File: src/design/qcb_ram.sv
// ----------------------------------------------------------------------------
// qcb_ram
// Generic simple dual-port RAM: one write port, one read port, registered read.
// ----------------------------------------------------------------------------
module qcb_ram #(
    parameter int WIDTH = 8,
    parameter int DEPTH = 256
) (
    input  logic                     aclk,
    input  logic                     we,
    input  logic [$clog2(DEPTH)-1:0] waddr,
    input  logic [WIDTH-1:0]         wdata,
    input  logic [$clog2(DEPTH)-1:0] raddr,
    output logic [WIDTH-1:0]         rdata
);

    logic [WIDTH-1:0] mem [DEPTH];

    always_ff @(posedge aclk) begin
        if (we) begin
            mem[waddr] <= wdata;
        end
        rdata <= mem[raddr];
    end

endmodule

File: config.mk
export PLATFORM = sky130hd
export DESIGN_NAME = qcb_ram
export DESIGN_NICKNAME = d
export VERILOG_FILES = /design/src/design/qcb_ram.sv
export SDC_FILE = /design/constraint.sdc
export NUM_CORES = 2
export LEC_CHECK = 0
export BUFFER_PORTS_ARGS = -buffer_cell sky130_fd_sc_hd__buf_2
export CAP_MARGIN = 30
export CORE_UTILIZATION = 55
export CTS_CLUSTER_SIZE = 24
export DETAILED_ROUTE_END_ITERATION = 8
export PLACE_DENSITY_LB_ADDON = 0.05
export SYNTH_ARGS = -nofsm -noshare
export SYNTH_HDL_FRONTEND = slang
export SYNTH_SLANG_ARGS = --single-unit
File: constraint.sdc
create_clock -name aclk -period 5.35 [get_ports aclk]
set_input_delay 1.3375 -clock aclk [delete_from_list [all_inputs] [get_ports aclk]]
set_output_delay 1.3375 -clock aclk [all_outputs]
set_load 0.03 [all_outputs]
=== After elaboration in Yosys (flattened, before gate mapping) ===
Memory sizes are Yosys's and may differ from the RTL's. A register that Yosys moved wholly into a read port is not among the register bits.
Index checks and enable logic that the tools add are counted.

* Logic and storage cells: 3
* Output and inout port bits: 8
* Input port bits: 26
* Memory bits (writable): 2048
* Register bits after elaboration: 0
* Memories: 1

{| class="wikitable"
|+ Memory list
! memory !! words !! width !! read ports !! clocked after memory_dff !! write ports !! RTL line !! RTL
|-
| mem || 256 || 8 || 1 || 1 || 1 || 17 || <nowiki>logic [WIDTH-1:0] mem [DEPTH];</nowiki>
|}

* Multiplexer cells: 2

{| class="wikitable"
|+ Operators by type and width
! cell !! count
|-
| two-way mux 1 bit || 2
|}

=== Logic depth before layout (Yosys ltp) ===
* Depth in word-level cells: 2
* Depth in mapped cells: 11
* Depth with buffers taken out: 6

=== Worst setup path after synthesis ===
OpenSTA, ideal clock, no wires.

* Kind: in2reg
* Start: input port raddr[0]
* End: register rdata[2] (read register of mem)
* Path slack: 2.075 ns
* Arrival: 3.144 ns
* Setup time: 0.131 ns
* Data required time: 5.219 ns
* Stages on the path: 9
* Buffers on the path: 4
* Cell sequence: buf_6 buf_12 buf_8 buf_2 mux4_2 a22oi_1 a21oi_1 nor4_1 nor4_2

{| class="wikitable"
|+ RTL lines
! element !! RTL line !! RTL
|-
| from (decl) || 13 || <nowiki>input logic [$clog2(DEPTH)-1:0] raddr,</nowiki>
|-
| to (decl) || 14 || <nowiki>output logic [WIDTH-1:0] rdata</nowiki>
|}

==> results.yml <==
worst_hold_path:
  worstHoldStart: "mem[32][5]$_DFFE_PP_"
  hp-class: "reg2reg"
global_routing:
  grt_pass1_wl_mm: 290
  antenna_found_initial: 8
  grt_usage: 0.279
  top_usage_layer: "met2"
  grt_start_max_net_pins: 197
  grt-ovfl-total: 0
  grt_pass1_vias: 39800
  use_met1: 0.401
  use_met3: 0.0574
  grt_use_met2: 0.441
final_layout:
  area_growth_pct: 12.3
  final_core_util: 0.622
  final_cells: 6009
  n_fill_cell: 9891
  nNetsFinal: 3964
  final_common_cell: "edfxtp_1"
  mostFrequentLayoutCells: "edfxtp_1 (2048), mux4_2 (454), nor2_1 (279), clkbuf_16 (208), buf_4 (164)"
  drive_above_1_share: 0.243
  final_area_mm2: 0.0893
detailed_routing:
  drc: 0
  drt-total-wl_mm: 201
  initialDrtViolationCount: 4729
  ant_nets: 0
  drtPass1Iterations: 6
  post_drt_via_cell_ratio: 6.55
  dr_total_vias: 39400
  wl_per_cell_um: 33.5
sta:
  finalSetupTns_ns: 0
  slew_viol_final: 0
  relSlewSlack: 0.290
  rsz0062_at_grt: "no"
  worst_pin_slew_ns: 1.06
  hold_viol: 0
  finalCritPeriodShare: 0.732
  clock.fmax_mhz: 256
  min_period_ns: 3.91
  worst_clock_skew_ns: 0.0209
  finalSetupViolations: 0
setup_path:
  cp_slowest_cell: "nor4_1"
  startpoint: "raddr[1]"
  worst-path-max-fanout: 75
  r2r_start: "mem[101][2]$_DFFE_PP_"
  crit_path_start_kind: "input pin"
  cp_cell_sequence: "buf_8 -> buf_12 -> buf_4 -> buf_4 -> mux4_2 -> a22oi_1 -> a21oi_1 -> nor4_1 -> buf_4 -> nor4_2"
  critPathMaxStageDelay_ns: 0.70
  crit_type: "in2reg"
  end_kind: "flip-flop"
  arrival_ns: 4.63
  worst_path_most_repeated_cell: "buf_4"
  worstPathRequired_ns: 6.07
synthesis:
  synth_top_area_cell: "edfxtp_1"
  synth_cells: 3733
  syn_avg_cell_area_um2: 21.3
  syn-num-nets: 3759
  synth_area_leaders: "edfxtp_1 (77%), mux4_2 (13%), mux2i_1 (1.7%), nor2_1 (1.3%), a22oi_1 (1.3%)"
  async_flop_share: 0
  yosys_most_used_dff: "edfxtp_1"
  ys_warn_count: 0
  ys_seq_elements: 2056
  syn_area_mm2: 0.0796
  synth_cell_types: 55
  ys_seq_area_frac: 0.775
  synth_top_area_share: 0.773
  synth_edf_count: 2048
power:
  power_density_mw_per_mm2: 377
  p_leak_uw: 0.0278
  ir_drop_mv: 0.296
  finalPower_uw: 33600
placement:
  dp.final_hpwl_mm: 125
  dp_cells: 5630
  port_buffers: 33
  dpl_cell_area_mm2: 0.0826
  gp_congestion: 0.874
clock_network:
  cts_resized: 0
  tritoncts: "done"
  cts_buffer_depth: 3
  cts_root_buf: "clkbuf_16"
  clock_sinks: 2056
  hold_buffers: 0
  htreeDepth: 4
  clock_latency_ns: 0.82
  cts_made_buffers: 202
  cts.reportedPaths.clkPinSlew_ns: 0.06
  post_cts_buffers: 0
floorplan:
  core-area_mm2: 0.143
  fp.dieH_um: 382
  die_area_mm2: 0.146
  boundaryPins: 34
  start_util: 0.554
  fp.dieW_um: 382
  rows: 139
job:
  maxCapViolCount: 0
outcome:
  outcome: "finished, final reports clean"
## registers in the layout, indices dropped and copies added, names as in the netlist
signal / cells
rdata: 8
mem: 2048
## synth_stat cells (all sizes together), types with 2 or more instances
cell type	n
edfxtp	2048
mux4	456
nor2	282
mux2i	134
a22oi	133
buf	122
clkbuf	111
a21oi	96
o221ai	47
nand3	34
nand2	33
nor2b	31
o22ai	28
nor4	27
nor3	22
a211oi	16
a221oi	14
o21ai	12
nand4	10
o211ai	10
a22o	8
dfxtp	8
nand2b	8
and2	6
a2111oi	5
o22a	5
o32ai	5
or2	4
a311oi	2
a31oi	2
and3b	2
nand3b	2
## cells by family (layout without fill, tap and decap cells)
group                  Yosys count  in the layout  share of synthesized area
AO/OA/AOI/OAI                  385            385                     0.0342
other                            0              3                          0
flip-flops                    2056           2056                      0.775
AND/OR/NAND/NOR                466            466                     0.0263
multiplexers                   591            591                      0.146
buffers and inverters          235            605                     0.0183
## metal layers
layer | vias up | part of all wire
li1 | 16100 | -
met3 | 320 | 0.081
met4 | 10 | 0.026
met5 | - | 0.00034
met1 | 21200 | 0.41
met2 | 1739 | 0.49
## critical path, delay by kind of cell
kind / cells / cell delay, ns
AOI/OAI and AO/OA: 2 / 0.51
and+or+nand+nor: 2 / 0.74
buffers and inverters: 5 / 1.57
muxes: 1 / 0.34
## power by group
group / internal [µW] / switching (µW) / leakage (µW) / total [µW]
sequential: 17800 / 38.8 / 0.0185 / 17800
combinational: 584 / 1090 / 0.00609 / 1680
clock: 8260 / 5910 / 0.00324 / 14200
## path summary, 6_finish.rpt
path / slack (ns) / depth (start not counted) / to
max reg2reg: 2.58 / 7 / rdata[2]$_DFF_P_
min reg2reg: 0.99 / 6 / rdata[5]$_DFF_P_
min: 0.99 / 6 / rdata[5]$_DFF_P_
max: 1.44 / 10 / rdata[0]$_DFF_P_
## layout make-up
cell class              count  area (µm²)  share of cell area
flip-flops and latches   2056       61700               0.690
multi-input cells        1442       16500               0.185
clock buffers             249        5380              0.0602
well taps                1903        2380              0.0267
repair buffers            234        2170              0.0243
clock inverters           120        1210              0.0136
inverters                   2        7.51           0.0000841
diodes                      3        7.51           0.0000841
## per-stage QoR
stage,worst slack [ns],hold WS (ns)
5_1_grt,1.32,1.03
4_1_cts,1.45,0.994
3_5_place_dp,0.577,0.985
3_3_place_gp,0.0263,0.992
6_report,1.44,0.992
2_1_floorplan,2.07,0.770
Power figures use the tool's default switching activity.
