===== src/design/qcb_pkg.sv =====
// ----------------------------------------------------------------------------
// qcb_pkg
// Shared types, version tables and GF(256) arithmetic for the QR codeword
// builder (byte mode, level M, versions 1 to 10).
// ----------------------------------------------------------------------------
package qcb_pkg;

    localparam int NCOEF = 26;
    localparam logic [3:0] LONG_COUNT_VER = 4'd10;
    localparam logic [8:0] GF_POLY = 9'h11D;
    localparam logic [3:0] MODE_BYTE = 4'h4;
    localparam logic [7:0] PAD_A = 8'hEC;
    localparam logic [7:0] PAD_B = 8'h11;
    localparam int TEXT_DEPTH = 256;
    localparam int DATA_DEPTH = 216;
    localparam int PAR_DEPTH = 130;

    typedef struct packed {
        logic gen_init;
        logic gen_step;
        logic rem_step;
        logic rem_shift;
    } qcb_rs_cmd_t;

    typedef enum logic [3:0] {
        ST_IDLE,
        ST_ERR,
        ST_BUILD_RD,
        ST_BUILD_WR,
        ST_GEN,
        ST_PAR_RD,
        ST_PAR_UP,
        ST_PAR_DUMP,
        ST_SEQ_RD,
        ST_SEQ_CAP,
        ST_EMIT
    } qcb_state_t;

    function automatic logic [7:0] gf_mul(input logic [7:0] a, input logic [7:0] b);
        logic [8:0] z;
        z = '0;
        for (int i = 7; i >= 0; i--) begin
            z = {z[7:0], 1'b0};
            if (z[8]) begin
                z = z ^ GF_POLY;
            end
            if (b[i]) begin
                z = z ^ {1'b0, a};
            end
        end
        return z[7:0];
    endfunction

    function automatic logic [8:0] total_cw(input logic [3:0] v);
        case (v)
            4'd1: return 9'd26;
            4'd2: return 9'd44;
            4'd3: return 9'd70;
            4'd4: return 9'd100;
            4'd5: return 9'd134;
            4'd6: return 9'd172;
            4'd7: return 9'd196;
            4'd8: return 9'd242;
            4'd9: return 9'd292;
            4'd10: return 9'd346;
            default: return 9'd0;
        endcase
    endfunction

    function automatic logic [4:0] ec_len(input logic [3:0] v);
        case (v)
            4'd1: return 5'd10;
            4'd2: return 5'd16;
            4'd3: return 5'd26;
            4'd4: return 5'd18;
            4'd5: return 5'd24;
            4'd6: return 5'd16;
            4'd7: return 5'd18;
            4'd8: return 5'd22;
            4'd9: return 5'd22;
            4'd10: return 5'd26;
            default: return 5'd0;
        endcase
    endfunction

    function automatic logic [5:0] g1_data(input logic [3:0] v);
        case (v)
            4'd1: return 6'd16;
            4'd2: return 6'd28;
            4'd3: return 6'd44;
            4'd4: return 6'd32;
            4'd5: return 6'd43;
            4'd6: return 6'd27;
            4'd7: return 6'd31;
            4'd8: return 6'd38;
            4'd9: return 6'd36;
            4'd10: return 6'd43;
            default: return 6'd0;
        endcase
    endfunction

    function automatic logic [2:0] g1_blocks(input logic [3:0] v);
        case (v)
            4'd1, 4'd2, 4'd3: return 3'd1;
            4'd4, 4'd5, 4'd8: return 3'd2;
            4'd6, 4'd7, 4'd10: return 3'd4;
            4'd9: return 3'd3;
            default: return 3'd0;
        endcase
    endfunction

    function automatic logic [2:0] all_blocks(input logic [3:0] v);
        case (v)
            4'd1, 4'd2, 4'd3: return 3'd1;
            4'd4, 4'd5: return 3'd2;
            4'd6, 4'd7, 4'd8: return 3'd4;
            4'd9, 4'd10: return 3'd5;
            default: return 3'd0;
        endcase
    endfunction

    function automatic logic [7:0] data_words(input logic [3:0] v);
        case (v)
            4'd1: return 8'd16;
            4'd2: return 8'd28;
            4'd3: return 8'd44;
            4'd4: return 8'd64;
            4'd5: return 8'd86;
            4'd6: return 8'd108;
            4'd7: return 8'd124;
            4'd8: return 8'd154;
            4'd9: return 8'd182;
            4'd10: return 8'd216;
            default: return 8'd0;
        endcase
    endfunction

    function automatic logic [7:0] byte_cap(input logic [3:0] v);
        case (v)
            4'd1: return 8'd14;
            4'd2: return 8'd26;
            4'd3: return 8'd42;
            4'd4: return 8'd62;
            4'd5: return 8'd84;
            4'd6: return 8'd106;
            4'd7: return 8'd122;
            4'd8: return 8'd152;
            4'd9: return 8'd180;
            4'd10: return 8'd213;
            default: return 8'd0;
        endcase
    endfunction

endpackage


===== src/design/qcb_rs_lanes.sv =====
// ----------------------------------------------------------------------------
// qcb_rs_lanes
// Reed-Solomon generator builder and parity remainder, one GF(256) lane per
// coefficient.
// ----------------------------------------------------------------------------
module qcb_rs_lanes (
    input  logic                aclk,
    input  logic                aresetn,
    input  qcb_pkg::qcb_rs_cmd_t cmd,
    input  logic [4:0]          deg,
    input  logic [7:0]          data_in,
    output logic [7:0]          rem_out
);

    logic [7:0] gen_reg  [qcb_pkg::NCOEF];
    logic [7:0] gen_next [qcb_pkg::NCOEF];
    logic [7:0] rem_reg  [qcb_pkg::NCOEF];
    logic [7:0] rem_next [qcb_pkg::NCOEF];
    logic [7:0] up_g     [qcb_pkg::NCOEF];
    logic [7:0] up_r     [qcb_pkg::NCOEF];
    logic [7:0] root_reg;
    logic [7:0] root_next;
    logic [7:0] fb;

    always_comb begin
        fb = data_in ^ rem_reg[0];
        for (int j = 0; j < qcb_pkg::NCOEF - 1; j++) begin
            up_g[j] = gen_reg[j+1];
            up_r[j] = rem_reg[j+1];
        end
        up_g[qcb_pkg::NCOEF-1] = '0;
        up_r[qcb_pkg::NCOEF-1] = '0;
        root_next = root_reg;
        if (cmd.gen_init) begin
            root_next = 8'd1;
        end else if (cmd.gen_step) begin
            root_next = qcb_pkg::gf_mul(root_reg, 8'h02);
        end
        for (int j = 0; j < qcb_pkg::NCOEF; j++) begin
            gen_next[j] = gen_reg[j];
            rem_next[j] = rem_reg[j];
            if (cmd.gen_init) begin
                gen_next[j] = (5'(j) == deg - 5'd1) ? 8'd1 : 8'd0;
                rem_next[j] = '0;
            end else if (cmd.gen_step) begin
                gen_next[j] = qcb_pkg::gf_mul(gen_reg[j], root_reg) ^ up_g[j];
            end
            if (cmd.rem_step) begin
                rem_next[j] = up_r[j] ^ qcb_pkg::gf_mul(gen_reg[j], fb);
            end else if (cmd.rem_shift) begin
                rem_next[j] = up_r[j];
            end
        end
    end

    always_ff @(posedge aclk) begin
        root_reg <= root_next;
        for (int j = 0; j < qcb_pkg::NCOEF; j++) begin
            gen_reg[j] <= gen_next[j];
        end
        if (!aresetn) begin
            for (int j = 0; j < qcb_pkg::NCOEF; j++) begin
                rem_reg[j] <= '0;
            end
        end else begin
            for (int j = 0; j < qcb_pkg::NCOEF; j++) begin
                rem_reg[j] <= rem_next[j];
            end
        end
    end

    assign rem_out = rem_reg[0];

endmodule


===== config.mk =====
export PLATFORM = sky130hd
export DESIGN_NAME = qcb_rs_lanes
export DESIGN_NICKNAME = d
export VERILOG_FILES = /design/src/design/qcb_pkg.sv /design/src/design/qcb_rs_lanes.sv
export SDC_FILE = /design/constraint.sdc
export NUM_CORES = 2
export LEC_CHECK = 0
export BUFFER_PORTS_ARGS = -buffer_cell sky130_fd_sc_hd__buf_2
export CAP_MARGIN = 20
export CORE_MARGIN = 2
export CORE_UTILIZATION = 40
export DETAILED_ROUTE_END_ITERATION = 6
export HOLD_SLACK_MARGIN = 0.12
export PLACE_DENSITY = 0.63
export REMOVE_ABC_BUFFERS = 1
export SYNTH_ARGS = -nofsm -noshare
export SYNTH_HDL_FRONTEND = slang
export SYNTH_SLANG_ARGS = --single-unit

===== constraint.sdc =====
create_clock -name aclk -period 4.67 [get_ports aclk]
set_clock_uncertainty 0.2 [all_clocks]
set_input_delay 0.934 -clock aclk [delete_from_list [all_inputs] [get_ports aclk]]
set_output_delay 0.934 -clock aclk [all_outputs]
set_load 0.05 [all_outputs]

Word-level counts from Yosys, hierarchy flattened
Memory sizes are Yosys's and may differ from the RTL's.
Cells that the tools add are included.
{ "totals": {"reg_bits": 8, "ram_bits": 416, "in_bits": 19, "word_cells": 2970, "mem_count": 2} }
{ "memory_table": {"columns": ["name", "depth", "width", "rd", "rd_clocked_by_memory_dff", "write_ports", "line", "rtl"], "rows": [
  ["gen_reg", 26, 8, 26, 0, 26, "qcb_rs_lanes.sv:15", "logic [7:0] gen_reg [qcb_pkg::NCOEF];"],
  ["rem_reg", 26, 8, 26, 0, 26, "qcb_rs_lanes.sv:17", "logic [7:0] rem_reg [qcb_pkg::NCOEF];"]
]} }
{ "op_classes": {"add_sub_neg": 1, "eq_ne": 25, "muxes": 2134, "bitwise": 806, "reduce_logical": 1} }
{ "op_table": {"columns": ["operator", "n"], "rows": [
  ["8-bit 2-to-1 mux", 1741],
  ["8-bit bitwise XOR", 415],
  ["5-bit 2-to-1 mux", 365],
  ["4-bit inverter", 365],
  ["5-bit equality test (first input constant)", 10],
  ["4-bit by 5-bit equality test with 1-bit output (first input constant)", 8],
  ["1-bit 2-to-1 mux", 28],
  ["1-bit OR", 26],
  ["3-bit by 5-bit equality test with 1-bit output (first input constant)", 4],
  ["2-bit by 5-bit equality test with 1-bit output (first input constant)", 2],
  ["1-bit by 5-bit equality test with 1-bit output (first input constant)", 1],
  ["5-bit zero test", 1],
  ["5-bit by 1-bit subtractor with 5-bit output (second input constant)", 1]
]} }

Longest topological paths before layout
An unclocked memory read counts as a cell.
{ "depth": {"depth_word": 63, "depth_mapped": 15} }

Least setup slack after synthesis
Ideal clock, no wire load.
{ "synth_timing": {"path_type": "input to register", "from": "in data_in[1]", "to": "mem rem_reg[19][0] (netlist: rem_reg[0][152])", "arrival_ns": 3.240, "slack_ns": 1.108, "path_stages": 10, "path_buffers": 1, "path_cell_list": "xnor2_1 > nand2_1 > clkbuf_1 > o21ai_0 > a22oi_1 > xnor3_1 > xor2_1 > mux2i_1 > nor4_1 > a311o_1"} }
{ "synth_rtl": {"columns": ["element", "line", "rtl"], "rows": [
  ["from (decl)", "qcb_rs_lanes.sv:11", "input logic [7:0] data_in,"],
  ["to (decl)", "qcb_rs_lanes.sv:17", null]
]} }

==> metrics.txt <==
Core Area 178,000 um^2; vias in the first global route 63.9k; Main synth FF type dfxtp_1; initial antenna violation count 9; Netlist cell types 76; Residual DRC 60; clock transition at the registers of the reported paths 70 ps; hold_buf cts 0; EDFF count, synth 26; Util after Layout 43.1%; endpoint class of the critical path flip-flop; Die W 427 um; #FFs+latches synth 424; maximum clock rate 255 MHz; via/cell ratio 5.61; synth top area cells xnor2_1 (34%), nand2_1 (16%), dfxtp_1 (11%); nature of the critical path startpoint flip-flop; Simple-Gate Fraction of Synth Area 20.3%; top-area cell type share of the netlist area 34.3%; critical-path cell list xor2_4 > buf_12 > nand2_1 > o21ai_0 > a22oi_1 > xnor2_2 > xnor2_1 > xnor2_1 > a222oi_1 > a311oi_1; filler instances 17.8k; HP Class reg2reg; WL/cell 21.4 um; failing checks design-rule violations; DRT iter0 DRCs 8,474; Fin Setup TNS 0 ps; Post-Synth Adder-Cell Area 0%; Vias 67.4k; Total Nets Final 9,632; largest family of logic cells by synthesized area XOR/XNOR gates; Critical Path RT 5090 ps; post-synth top area cell xnor2_1; sequential fraction of the synthesis area 12.2%; chip height 427 um; yosys synthesis warning count 0; RD Place Congestion 0.955; num ports 27; status finished, violations left; Syn Area/Cell 7.08 um^2; Overflow after GRT 0; RSZ-0062 raised after global routing false; WL final 258,000 um; H-tree levels 2; initial core utilization 40.2%; Layout Cells excl Fill 12.0k; row cnt 155; HPWL after DPL 172,000 um; max_cap viols 0; CP max stage delay 640 ps; port bufs 26; antenna-violating nets left 0; final worst path period share 83.9%; P&R area growth vs syn 7.16%; Cells after Synth 10.1k; Most Frequent Cell on Critical Path xnor2_1; PwrDens 747 nW/um^2; Pwr Total 57,400 uW; Crit Path Max Fanout 29; CTS Buffer Depth 3; clk sinks 424; clock insertion delay at the later pin of the skew report 740 ps; Slew @ Worst Pin 1160 ps; layout cells sized above 1 7.68%; CTS-repair resized insts 0; compound-cell area share of the yosys netlist 9.93%; clock root cell clkbuf_16; 1st-pass router iterations 7; largest net degree at the start of global routing 111; Synth Area in XOR/XNOR 48.5%; CP Data Arrival Time 4340 ps; Post-Syn Area 71,700 um^2; first-pass GRT wire length 395,000 um; CTS tree yes; Die ar. 183,000 um^2; crit path max-delay cell type o21ai_0; Max VDD drop 0.000518 V; relative slew slack 22.6%; Inst Count DP 11.9k; Synth async-reset ratio 0%; fin. max-slew vios 0; mux share of post-synthesis cell area 2.50%; Final min period 3920 ps; Final Setup Violations 0; final hold violation count 0; Tot GR Track Use 27.4%; CTS buffer count 59; Post-CTS Setup Repair Bufs 0; LEAKAGE 0.0242 uW; critical path class reg2reg
==> through the flow <==
stage / hold slack [ps] / setup WS, ps / cell area [um^2]
final: 279 / 750 / 76900
after global routing: 309 / 667 / 76800
after CTS: 275 / 827 / 76800
after detailed placement: 266 / 286 / 74600
after global placement: 260 / 297 / 74600
after floorplan: 243 / -6710 / 67200
==> worst max-delay path, delay by kind of cell (launching register included) <==
| kind | cells | cell delay [ps] |
|---|---|---|
| AOI/OAI and AO/OA | 4 | 1290 |
| DFF | 1 | 570 |
| buffers and inverters | 1 | 300 |
| xor gates and xnor gates | 4 | 1300 |
| and+or+nand+nor | 1 | 120 |
==> placed cells by master, fill, tap and decap left out, types with 32 or more instances in the layout <==
master        n
a211oi_1     77
a21oi_1     101
a222oi_1    119
a22oi_1     191
a32oi_1      33
buf_12       72
buf_4       341
clkbuf_16    63
dfxtp_1     390
inv_1        39
mux2_2       59
mux2i_1     113
nand2_1    3079
nand2b_1     87
nor2_1      388
o21ai_0     321
o22ai_1      32
xnor2_1    2804
xnor2_2      57
xnor3_1      94
xor2_1      739
==> power by group <==
part	total (uW)	leakage [uW]	switching [uW]	internal (uW)
registers	7290	0.00356	2460	4830
logic	44700	0.0195	23000	21700
clock network	5410	0.00110	2180	3240
total	57400	0.0242	27700	29800
==> synth_stat cells (25+ instances only) <==
| library cell | instances |
|---|---|
| buf_2 | 171 |
| mux2i_1 | 113 |
| o22ai_1 | 32 |
| inv_1 | 41 |
| nand2b_1 | 89 |
| o21ai_0 | 321 |
| a22oi_1 | 191 |
| xor2_1 | 743 |
| buf_4 | 70 |
| nor2_1 | 391 |
| edfxtp_1 | 26 |
| xnor2_2 | 53 |
| mux2_2 | 59 |
| dfxtp_1 | 398 |
| a211oi_1 | 77 |
| nand3b_1 | 25 |
| nand2_1 | 3082 |
| a222oi_1 | 119 |
| a32oi_1 | 33 |
| a21oi_1 | 101 |
| buf_1 | 233 |
| clkbuf_1 | 523 |
| xnor2_1 | 2810 |
| xnor3_1 | 94 |
==> per-layer routing <==
metal	global-route usage [%]	vias to the layer above	part of all wire, %
li1	-	30931	-
met1	36.0	32504	40
met4	13.8	6	5.6
met5	0	-	0.017
met2	43.6	3320	45
met3	3.91	681	9.4
==> cells by family (layout without fill, tap and decap cells) <==
family / count (synthesis) / after routing
AO/OA/AOI/OAI: 1027 / 1027
XOR/XNOR: 3732 / 3732
buffers and inverters: 1065 / 595
flip-flops: 424 / 424
multiplexers: 172 / 172
other: 0 / 8
AND/OR/NAND/NOR: 3714 / 3714
==> area by class of cell <==
cell class	count	area, um^2	area share [%]
repair buffers	440	4180	5.44
flip-flops and latches	424	8780	11.4
diodes	8	20.0	0.0260
well taps	2355	2950	3.83
clock inverters	26	403	0.524
multi-input cells	8645	58500	76.1
inverters	43	166	0.217
clock buffers	86	1840	2.40
==> worst paths after layout <==
path                                start                           end  slack, ps  cells past startpoint
min reg2reg  rem_reg[0][110]$_SDFFE_PN0P_  rem_reg[0][102]$_SDFFE_PN0P_        280                      2
max reg2reg    rem_reg[0][7]$_SDFFE_PN0P_  rem_reg[0][187]$_SDFFE_PN0P_        750                     10
min          rem_reg[0][110]$_SDFFE_PN0P_  rem_reg[0][102]$_SDFFE_PN0P_        280                      2
max            rem_reg[0][7]$_SDFFE_PN0P_  rem_reg[0][187]$_SDFFE_PN0P_        750                     10
Power figures use the tool's default switching activity.
